File: src/rtl/core/mrpid_pkg.sv
// Shared types and constants for the multi-row PID thermal controller.
// No dependencies; imported by every module of the block.
package mrpid_pkg;

  // Register map, one 32-bit word per register
  typedef enum logic [2:0] {
    RegGainP   = 3'd0,
    RegGainI   = 3'd1,
    RegGainD   = 3'd2,
    RegWindup  = 3'd3,
    RegPwmMax  = 3'd4
  } reg_idx_e;

  localparam int unsigned AddrW = 5;
  localparam int unsigned DataW = 32;

  // Reset values of the limit registers
  localparam logic [23:0] WindupReset = 24'hFFFF;
  localparam logic [15:0] PwmReset    = 16'hFFFF;

  // Width of the signed PID sum (worst case is about 2^40.02 in magnitude)
  localparam int unsigned SumW = 44;

  // Divide-by-100 via reciprocal: exact for dividends below DivBound
  localparam int unsigned Divisor  = 100;
  localparam int unsigned DivShift = 30;
  localparam int unsigned DivRecip = ((1 << DivShift) + Divisor - 1) / Divisor;
  localparam int unsigned DivBound = Divisor * 65536;
  localparam int unsigned DivInW   = 23;
  localparam int unsigned RecipW   = 24;

  typedef struct packed {
    logic [15:0] gain_proportional;
    logic [15:0] gain_integral;
    logic [15:0] gain_derivative;
    logic [23:0] windup_limit;
    logic [15:0] pwm_maximum;
  } cfg_t;

  typedef struct packed {
    logic [2:0]         row_index;
    logic signed [15:0] target_temp;
    logic signed [15:0] measured_temp;
  } in_t;

  typedef struct packed {
    logic [2:0]  row_echo;
    logic [15:0] drive_level;
    logic        heating;
  } out_t;

  // Stage 1 to stage 2 handoff
  typedef struct packed {
    logic                   row_ok;
    logic [2:0]             row;
    logic                   err_pos;
    logic signed [SumW-1:0] sum;
  } sum_t;

endpackage

File: src/rtl/core/multi_row_pid_thermal_controller.sv
// Top level of the multi-row PID thermal controller.
// Depends on mrpid_pkg, mrpid_regs, mrpid_update and mrpid_drive.
//
// Per-row PID regulator with anti-windup for up to eight thermoelectric rows.
// Each item carries a row index, a target and a measured temperature; each
// gives exactly one result (row, drive magnitude, heating flag). The block is
// a three-register pipeline: input register, stage 1 (row state update and
// the three gain products summed), result register (divide by 100, sign
// removal, saturation). One item is taken per cycle unless in_stall_o is high:
// the row state read-modify-write completes inside stage 1, so back-to-back
// items on the same row see each other's updates. in_stall_o follows
// out_stall_i combinationally and rises only when all three registers hold
// items and the output is stalled. Row state resets to zero at once; no
// clearing pass. Gains and limits are set through the APB port; the user must
// write them only while the block is idle, which the block does not enforce.
module multi_row_pid_thermal_controller import mrpid_pkg::*; #(
  parameter int ROWS = 8
) (
  input  logic             clk_i,
  input  logic             rst_ni,
  input  logic             in_valid_i,
  output logic             in_stall_o,
  input  in_t              in_data_i,
  output logic             out_valid_o,
  input  logic             out_stall_i,
  output out_t             out_data_o,
  input  logic             psel,
  input  logic             penable,
  input  logic             pwrite,
  input  logic [AddrW-1:0] paddr,
  input  logic [DataW-1:0] pwdata,
  output logic [DataW-1:0] prdata,
  output logic             pready
);

  cfg_t cfg;
  in_t  item_q;
  sum_t sum;
  logic v0_q, v1_q, v2_q;
  logic rdy0, rdy1, rdy2;
  logic accept;

  // Pipeline flow: each stage loads when empty or when it drains
  assign rdy2   = !v2_q || !out_stall_i;
  assign rdy1   = !v1_q || rdy2;
  assign rdy0   = !v0_q || rdy1;
  assign accept = in_valid_i && rdy0;

  assign in_stall_o  = !rdy0;
  assign out_valid_o = v2_q;

  always_ff @(posedge clk_i or negedge rst_ni) begin
    if (!rst_ni) begin
      v0_q <= 1'b0;
      v1_q <= 1'b0;
      v2_q <= 1'b0;
    end else begin
      if (rdy0) begin
        v0_q <= in_valid_i;
      end
      if (rdy1) begin
        v1_q <= v0_q;
      end
      if (rdy2) begin
        v2_q <= v1_q;
      end
    end
  end

  // Input register
  always_ff @(posedge clk_i) begin
    if (accept) begin
      item_q <= in_data_i;
    end
  end

  mrpid_regs u_regs (
    .clk_i   (clk_i),
    .rst_ni  (rst_ni),
    .psel    (psel),
    .penable (penable),
    .pwrite  (pwrite),
    .paddr   (paddr),
    .pwdata  (pwdata),
    .prdata  (prdata),
    .pready  (pready),
    .cfg_o   (cfg)
  );

  mrpid_update #(
    .ROWS (ROWS)
  ) u_update (
    .clk_i  (clk_i),
    .rst_ni (rst_ni),
    .cfg_i  (cfg),
    .item_i (item_q),
    .load_i (v0_q && rdy1),
    .sum_o  (sum)
  );

  mrpid_drive u_drive (
    .clk_i     (clk_i),
    .pwm_max_i (cfg.pwm_maximum),
    .sum_i     (sum),
    .load_i    (v1_q && rdy2),
    .res_o     (out_data_o)
  );

endmodule

File: src/rtl/core/mrpid_regs.sv
// APB-style configuration registers: gains, windup limit, PWM ceiling.
// Depends on mrpid_pkg.
module mrpid_regs import mrpid_pkg::*; (
  input  logic             clk_i,
  input  logic             rst_ni,
  input  logic             psel,
  input  logic             penable,
  input  logic             pwrite,
  input  logic [AddrW-1:0] paddr,
  input  logic [DataW-1:0] pwdata,
  output logic [DataW-1:0] prdata,
  output logic             pready,
  output cfg_t             cfg_o
);

  cfg_t     cfg_q;
  logic     wr_en;
  reg_idx_e idx;

  assign pready = 1'b1;
  assign wr_en  = psel && penable && pwrite;
  assign idx    = reg_idx_e'(paddr[AddrW-1:2]);
  assign cfg_o  = cfg_q;

  // Register writes
  always_ff @(posedge clk_i or negedge rst_ni) begin
    if (!rst_ni) begin
      cfg_q.gain_proportional <= '0;
      cfg_q.gain_integral     <= '0;
      cfg_q.gain_derivative   <= '0;
      cfg_q.windup_limit      <= WindupReset;
      cfg_q.pwm_maximum       <= PwmReset;
    end else if (wr_en) begin
      case (idx)
        RegGainP:  cfg_q.gain_proportional <= pwdata[15:0];
        RegGainI:  cfg_q.gain_integral     <= pwdata[15:0];
        RegGainD:  cfg_q.gain_derivative   <= pwdata[15:0];
        RegWindup: cfg_q.windup_limit      <= pwdata[23:0];
        RegPwmMax: cfg_q.pwm_maximum       <= pwdata[15:0];
        default: ;
      endcase
    end
  end

  // Read mux
  always_comb begin
    case (idx)
      RegGainP:  prdata = {16'b0, cfg_q.gain_proportional};
      RegGainI:  prdata = {16'b0, cfg_q.gain_integral};
      RegGainD:  prdata = {16'b0, cfg_q.gain_derivative};
      RegWindup: prdata = {8'b0, cfg_q.windup_limit};
      RegPwmMax: prdata = {16'b0, cfg_q.pwm_maximum};
      default:   prdata = '0;
    endcase
  end

endmodule

File: src/rtl/core/mrpid_update.sv
// Stage 1: per-row state read-modify-write and the three PID products.
// Depends on mrpid_pkg.
module mrpid_update import mrpid_pkg::*; #(
  parameter int ROWS = 8
) (
  input  logic clk_i,
  input  logic rst_ni,
  input  cfg_t cfg_i,
  input  in_t  item_i,
  input  logic load_i,
  output sum_t sum_o
);

  // Only eight rows are addressable by a 3-bit index
  localparam int NumRows = (ROWS < 8) ? ROWS : 8;

  logic signed [25:0] acc_q  [NumRows];
  logic signed [17:0] prev_q [NumRows];
  sum_t               sum_q;

  logic               row_ok;
  logic signed [25:0] acc_old;
  logic signed [17:0] prev_old;
  logic signed [16:0] err;
  logic signed [26:0] acc_sum;
  logic signed [26:0] lim;
  logic signed [25:0] acc_new;
  logic signed [18:0] derr;
  logic signed [16:0] kp;
  logic signed [16:0] ki;
  logic signed [16:0] kd;
  logic signed [33:0] p_p;
  logic signed [42:0] p_i;
  logic signed [35:0] p_d;
  sum_t               sum_d;

  // Row select and error terms
  always_comb begin
    acc_old  = '0;
    prev_old = '0;
    for (int r = 0; r < NumRows; r++) begin
      if (32'(item_i.row_index) == r) begin
        acc_old  = acc_q[r];
        prev_old = prev_q[r];
      end
    end
    row_ok = 32'(item_i.row_index) < ROWS;
    err    = 17'(item_i.target_temp) - 17'(item_i.measured_temp);
    derr   = 19'(err) - 19'(prev_old);
  end

  // Anti-windup clamp of the integral
  always_comb begin
    acc_sum = 27'(acc_old) + 27'(err);
    lim     = $signed({3'b0, cfg_i.windup_limit});
    if (acc_sum > lim) begin
      acc_new = 26'(lim);
    end else if (acc_sum < -lim) begin
      acc_new = 26'(-lim);
    end else begin
      acc_new = 26'(acc_sum);
    end
  end

  // Products and sum, full width
  always_comb begin
    kp = $signed({1'b0, cfg_i.gain_proportional});
    ki = $signed({1'b0, cfg_i.gain_integral});
    kd = $signed({1'b0, cfg_i.gain_derivative});
    p_p = kp * err;
    p_i = ki * acc_new;
    p_d = kd * derr;
    sum_d.row_ok  = row_ok;
    sum_d.row     = item_i.row_index;
    sum_d.err_pos = err > 17'sd0;
    sum_d.sum     = SumW'(p_p) + SumW'(p_i) + SumW'(p_d);
  end

  // Per-row state
  always_ff @(posedge clk_i or negedge rst_ni) begin
    if (!rst_ni) begin
      for (int r = 0; r < NumRows; r++) begin
        acc_q[r]  <= '0;
        prev_q[r] <= '0;
      end
    end else if (load_i && row_ok) begin
      for (int r = 0; r < NumRows; r++) begin
        if (32'(item_i.row_index) == r) begin
          acc_q[r]  <= acc_new;
          prev_q[r] <= 18'(err);
        end
      end
    end
  end

  // Stage register
  always_ff @(posedge clk_i) begin
    if (load_i) begin
      sum_q <= sum_d;
    end
  end

  assign sum_o = sum_q;

endmodule

File: src/rtl/core/mrpid_drive.sv
// Stage 2: divide by 100 toward zero, sign removal, saturation, direction.
// Depends on mrpid_pkg.
module mrpid_drive import mrpid_pkg::*; (
  input  logic        clk_i,
  input  logic [15:0] pwm_max_i,
  input  sum_t        sum_i,
  input  logic        load_i,
  output out_t        res_o
);

  logic                      neg;
  logic [SumW-1:0]           mag;
  logic                      big;
  logic [DivInW+RecipW-1:0]  prod;
  logic [15:0]               quo;
  logic                      raw_neg;
  logic [15:0]               level;
  out_t                      res_d;
  out_t                      res_q;

  // Magnitude of the sum; |trunc(s/100)| equals floor(|s|/100)
  always_comb begin
    neg  = sum_i.sum[SumW-1];
    mag  = neg ? SumW'(-sum_i.sum) : SumW'(sum_i.sum);
    big  = mag >= SumW'(DivBound);
    prod = (DivInW+RecipW)'(mag[DivInW-1:0]) * (DivInW+RecipW)'(DivRecip);
    quo  = prod[DivShift +: 16];
    // Sums just below zero truncate to zero and keep the direction
    raw_neg = neg && (mag >= SumW'(Divisor));
  end

  // Saturation and direction
  always_comb begin
    if (big || (quo > pwm_max_i)) begin
      level = pwm_max_i;
    end else begin
      level = quo;
    end
    res_d.row_echo = sum_i.row;
    if (sum_i.row_ok) begin
      res_d.drive_level = level;
      res_d.heating     = sum_i.err_pos && !raw_neg;
    end else begin
      res_d.drive_level = '0;
      res_d.heating     = 1'b0;
    end
  end

  // Result register
  always_ff @(posedge clk_i) begin
    if (load_i) begin
      res_q <= res_d;
    end
  end

  assign res_o = res_q;

endmodule

File: config.mk
export PLATFORM = sky130hd
export DESIGN_NAME = multi_row_pid_thermal_controller
export DESIGN_NICKNAME = d
export VERILOG_FILES = /design/src/rtl/core/mrpid_pkg.sv /design/src/rtl/core/multi_row_pid_thermal_controller.sv /design/src/rtl/core/mrpid_regs.sv /design/src/rtl/core/mrpid_update.sv /design/src/rtl/core/mrpid_drive.sv
export SDC_FILE = /design/constraint.sdc
export NUM_CORES = 2
export LEC_CHECK = 0
export BUFFER_PORTS_ARGS = -buffer_cell sky130_fd_sc_hd__buf_2
export CAP_MARGIN = 5
export CORE_MARGIN = 1.5
export CORE_UTILIZATION = 70
export DETAILED_ROUTE_END_ITERATION = 12
export GPL_ROUTABILITY_DRIVEN = 0
export PLACE_DENSITY = 0.87
export SYNTH_ARGS = -nofsm -noshare
export SYNTH_HDL_FRONTEND = slang
export SYNTH_SLANG_ARGS = --single-unit
File: constraint.sdc
create_clock -name clk_i -period 30 [get_ports clk_i]
set_input_delay 3 -clock clk_i [delete_from_list [all_inputs] [get_ports clk_i]]
set_output_delay 3 -clock clk_i [all_outputs]
set_load 0.03 [all_outputs]
# --- After elaboration in Yosys (flattened, before gate mapping) ---
# Index checks and enable logic that the tools add are counted.
totals:
  ff_bits: 538
  inputBits: 79
  out_inout_bits: 55
  elab_cells: 114
classes:
  addsub: 7
  mul: 4
  n_lt_le_gt_ge: 6
  eq_ne: 11
  muxes: 21
  reduce_logical: 32
op_table:
  columns: ["cell", "n"]
  rows:
  - ["26-bit two-way mux", 10]
  - ["18-bit two-way mux", 8]
  - ["24-bit case mux with 5 select lines", 1]
  - ["23-bit by 24-bit multiplier with 46-bit output (second input constant)", 1]
  - ["34-bit by 43-bit adder with 44-bit output", 1]
  - ["44-bit by 36-bit adder with 44-bit output", 1]
  - ["44-bit by 23-bit >= comparator with 1-bit output (second input constant)", 1]
  - ["44-bit by 7-bit >= comparator with 1-bit output (second input constant)", 1]
  - ["44-bit two-way mux", 1]
  - ["44-bit negator", 1]
  - ["17-bit by 26-bit multiplier with 43-bit output", 1]
  - ["17-bit by 19-bit multiplier with 36-bit output", 1]
  - ["17-bit by 17-bit multiplier with 34-bit output", 1]
  - ["26-bit by 17-bit adder with 27-bit output", 1]
  - ["27-bit by 25-bit greater-than comparator with 1-bit output", 1]
  - ["27-bit less-than comparator", 1]
  - ["24-bit negator with 27-bit output", 1]
  - ["2-bit AND reduction", 13]
  - ["17-bit by 18-bit subtractor with 19-bit output", 1]
  - ["17-bit by 1-bit greater-than comparator with 1-bit output (second input constant)", 1]
  - ["16-bit by 16-bit subtractor with 17-bit output", 1]
  - ["16-bit greater-than comparator", 1]
  - ["16-bit two-way mux", 1]
  - ["3-bit equality test (second input constant)", 5]
  - ["other kinds (6)", 25]

# --- Depth between registers and ports, before layout ---
logic_depth:
  depth_word: 16
  depth_mapped: 67
  ltp_nobuf: 62

# --- By module ---
# A second synthesis with hierarchy kept.
unflattened:
  hier_cells: 8049
  hier_area_um2: 77216.6
modules_own_cells:
  columns: ["mod", "instances", "cells_each", "area_each_um2", "seq_area_each_um2"]
  rows:
  - ["mrpid_update", 1, 6369, 59498.3, 10049.6]
  - ["mrpid_drive", 1, 1341, 12378.1, 600.6]
  - ["mrpid_regs", 1, 292, 4157.7, 2242.2]
  - ["multi_row_pid_thermal_controller", 1, 47, 1182.4, 1126.1]

# --- Worst setup path before layout ---
# OpenSTA, ideal clock, no wires.
synth_path:
  path_type: "flip-flop to flip-flop"
  start: "reg item_q[16] (netlist bit)"
  end: "reg u_update.sum_q, in the netlist u_update.sum_o[36], data pin"
  setup_ps: 259
  arrival_ps: 14857
  required_ps: 29741
  setup_slack_ps: 14884
  path_stages_with_launch: 65
  path_buffers: 4
  synth_period_minus_slack_ps: 15116
  path_cell_list: "edfxtp_1 > inv_1 > ha_1 > inv_1 > fa_1 > a21o_1 > a21oi_1 > o21bai_1 > a31o_2 > a41oi_1 > a211oi_1 > a21o_1 > a21oi_1 > nor2b_1 > o31a_1 > inv_1 > buf_1 > ha_1 > (+29 left out) > fa_1 > fa_1 > fa_1 > inv_1 > fa_1 > inv_1 > ha_1 > and4_1 > and3_1 > a211o_1 > a31oi_1 > o2111ai_1 > and2_1 > a221o_1 > a31o_2 > a21o_1 > a21oi_1 > xnor2_1"
synth_lines:
  columns: ["item", "line_no", "rtl"]
  rows:
  - ["start, declared", "multi_row_pid_thermal_controller.sv:37", "in_t item_q;"]
  - ["start signal, assigned", "multi_row_pid_thermal_controller.sv:73", "item_q <= in_data_i;"]
  - ["end signal, assigned", "mrpid_update.sv:99", "sum_q <= sum_d;"]
  - ["end, declared", "mrpid_update.sv:19", "sum_t sum_q;"]

==> summary.txt <==
Status: finished clean
Area share of the largest cell type after synthesis: 34.1%
Unrepaired setup endpoints after global routing: no
Required time at the worst-slack endpoint: 30.39 ns
Most used cell along the critical path: fa_1
CTS-repair resized insts: 0
Time the worst path needs with I/O delays and setup: 18.09 ns
Via density per instance: 6.32
Cell types with the largest area share after synthesis: fa_1, dfrtp_1, ha_1
Final standard cell area without fillers: 79,200 um^2
Biggest cell delay along the critical path: 1.06 ns
XOR/XNOR share of the synthesized area: 1.88%
Drt wl/cell: 23.4 um
Area growth syn-to-layout: 4.75%
1st-pass router iterations: 10
Filler cells: 6,657
Count leader, synth: inv_1
Yosys top cell by area: fa_1
Max-slew headroom: 13.0%
Clock sink count: 538
Starting density of the core: 70.6%
Fraction of layout cells with a size suffix above 1: 9.09%
HPWL reported at the end of detailed placement: 163,000 um
Horizontal die dimension: 332 um
EDFF count, synth: 103
First-pass GRT wire length: 339,000 um
# IOs: 134
Type of element launching the critical path: flip-flop
Share of the synthesized area in compound gates (AO/OA/AOI/OAI): 7.88%
Critical path data arrival time: 18.48 ns
H-tree lvl count: 2
Instance count of the mapped netlist: 7,674
Final TNS setup: 0 ns
Adder and majority gate portion of the synthesized area: 45.3%
Via count of the routed design: 57,200
Root buf cell: clkbuf_16
Fraction of synthesized area in multiplexers: 5.04%
Transition time of the tightest slew-check pin: 1.30 ns
Synthesized area: 75,600 um^2
Final Skew: 0.0657 ns
Die Y-Extent: 332 um
Total of warnings raised by yosys: 0
Kind of critical path: reg2reg
Iter 0 DRT Violations: 6,374
DP Area: 77,300 um^2
Most instantiated flip-flop cell in the synthesis netlist: dfrtp_1
Total setup violations reported at the end of the flow: 0
Number of buffers added on ports: 114
Clock Pin Slew Worst Setup and Hold Paths: 0.07 ns
Fin nets: 9,641
Maximum number of buffers from clock root to sink: 3
Most frequent cells after synthesis: inv_1, fa_1, nand2_1
Count of unresolved DRC violations after routing: 0
Main combinational cell family by area after synthesis: adder cells
Post-CTS Setup Bufs: 0
Row count: 120
Inserted Clock Buffers: 55
Highest net fanout along the worst path: 24
Total length of routed wires: 212,000 um
Die ar.: 110,000 um^2
Critical-path cell with the highest stage delay: o22a_1
Vias in the first global route: 62,600
Simple logic cell fraction of the synthesized area: 11.6%
Max-slew violation count: 0
All-layer global routing usage: 39.9%
Fraction of registers with async set/reset: 80.9%
Flop and latch count out of synthesis: 538
Initial antenna violation count: 10
Crit. End Element: flip-flop
Core region area: 107,000 um^2
ANT nets after route: 0
Number of different library cells in the post-synthesis netlist: 112
Post-route clock period utilization: 60.3%
Sequential share of the synthesized area: 18.5%
Synthesized area per cell: 9.85 um^2
Number of buffers inserted for hold repair after clock tree synthesis: 0
Achievable Freq: 55.3 MHz
Congestion Overflow GR: 0
Worst min path class: reg2reg
Pin count of the biggest net entering global routing: 142
Number of maximum-capacitance violations: 0
Endpoints failing hold: 0
Skew-Pair Late Insertion Delay: 0.69 ns
TritonCTS clock tree: built
[per-layer routing]
layer	vias up	GRT usage [%]	routed length [um]
li1	23800	-	-
met1	28500	48.4	71700
met2	3828	62.1	95900
met3	1025	10.8	26100
met4	6	28.4	18600
met5	-	0	42
[registers in the layout, summed over array words and instances (netlist names)]
register	count
u_regs.cfg_o	88
u_drive.res_o	20
v0_q	1
u_update.acc_q	208
v1_q	1
u_update.sum_o	48
u_update.prev_q	136
item_q	35
out_valid_o	1
[placed cells by master (no fill, tap or decap), types with 30 or more instances in the layout]
cell type	synthesis	routed
a21o_1	43	43
a21oi_1	197	197
a22oi_1	36	36
and2_1	405	404
and3_1	45	45
buf_2	41	113
buf_4	12	106
clkbuf_16	0	56
dfrtp_1	403	403
dfstp_2	32	32
edfxtp_1	103	103
fa_1	1289	1289
ha_1	672	672
inv_1	1560	1559
mux2_2	254	254
mux2i_1	67	66
nand2_1	893	887
nand2b_1	54	54
nand3_1	49	47
nand4_1	30	30
nor2_1	129	127
nor2b_1	77	77
nor3_1	50	50
o21ai_0	355	355
o22ai_1	60	60
xnor2_1	110	109
xor2_1	47	47
[final timing paths]
kind,start,to,slack [ns],depth (start not counted)
max,item_q[16],u_update.sum_o[36],11.91,57
max reg2reg,item_q[16],u_update.sum_o[36],11.91,57
min,u_update.sum_o[46],u_drive.res_o[18],0.38,0
max in group asynchronous,rst_ni,u_regs.cfg_o[60],24.12,4
min in group asynchronous,rst_ni,u_update.prev_q[110],2.47,1
min reg2reg,u_update.sum_o[46],u_drive.res_o[18],0.38,0
[metrics by stage]
stage	hold WS, ns	util [%]	worst slack, ns	cells
finish	0.382	73.9	11.91	9054
global placement	0.405	72.2	12.74	8947
detailed placement	0.405	72.2	12.46	8947
global route	0.399	73.9	11.08	9051
floorplan	0.400	-	14.88	7681
CTS	0.381	73.9	12.31	9047
[area by class of cell]
class	instances	area (um^2)	area share, %
repair buffers	220	1380	1.74
clock buffers	76	1570	1.98
clock inverters	24	265	0.335
well taps	1403	1760	2.22
inverters	1567	5880	7.43
multi-input cells	5219	54300	68.6
flip-flops and latches	538	14000	17.7
diodes	7	17.5	0.0221
[cells by family after synthesis]
logic type	after synthesis
compound gates	947
xor+xnor	159
fa+ha+maj	1961
buf+inv	1924
flops	538
mux	338
other cells	2
simple gates	1805
[critical path: cells and delay by family, from the launching register on]
family                   cells  cell delay (ns)
flip-flops                   1             0.36
AND/OR/NAND/NOR              9             2.57
XOR/XNOR                     2             0.72
AO/OA/AOI/OAI               24             7.01
buffers and inverters        8             1.34
adder cells (fa/ha/maj)     14             5.78
Power is left out: the tool's default activity adds up to more than one toggle a clock period on the data nets, which glitch-free logic cannot reach.
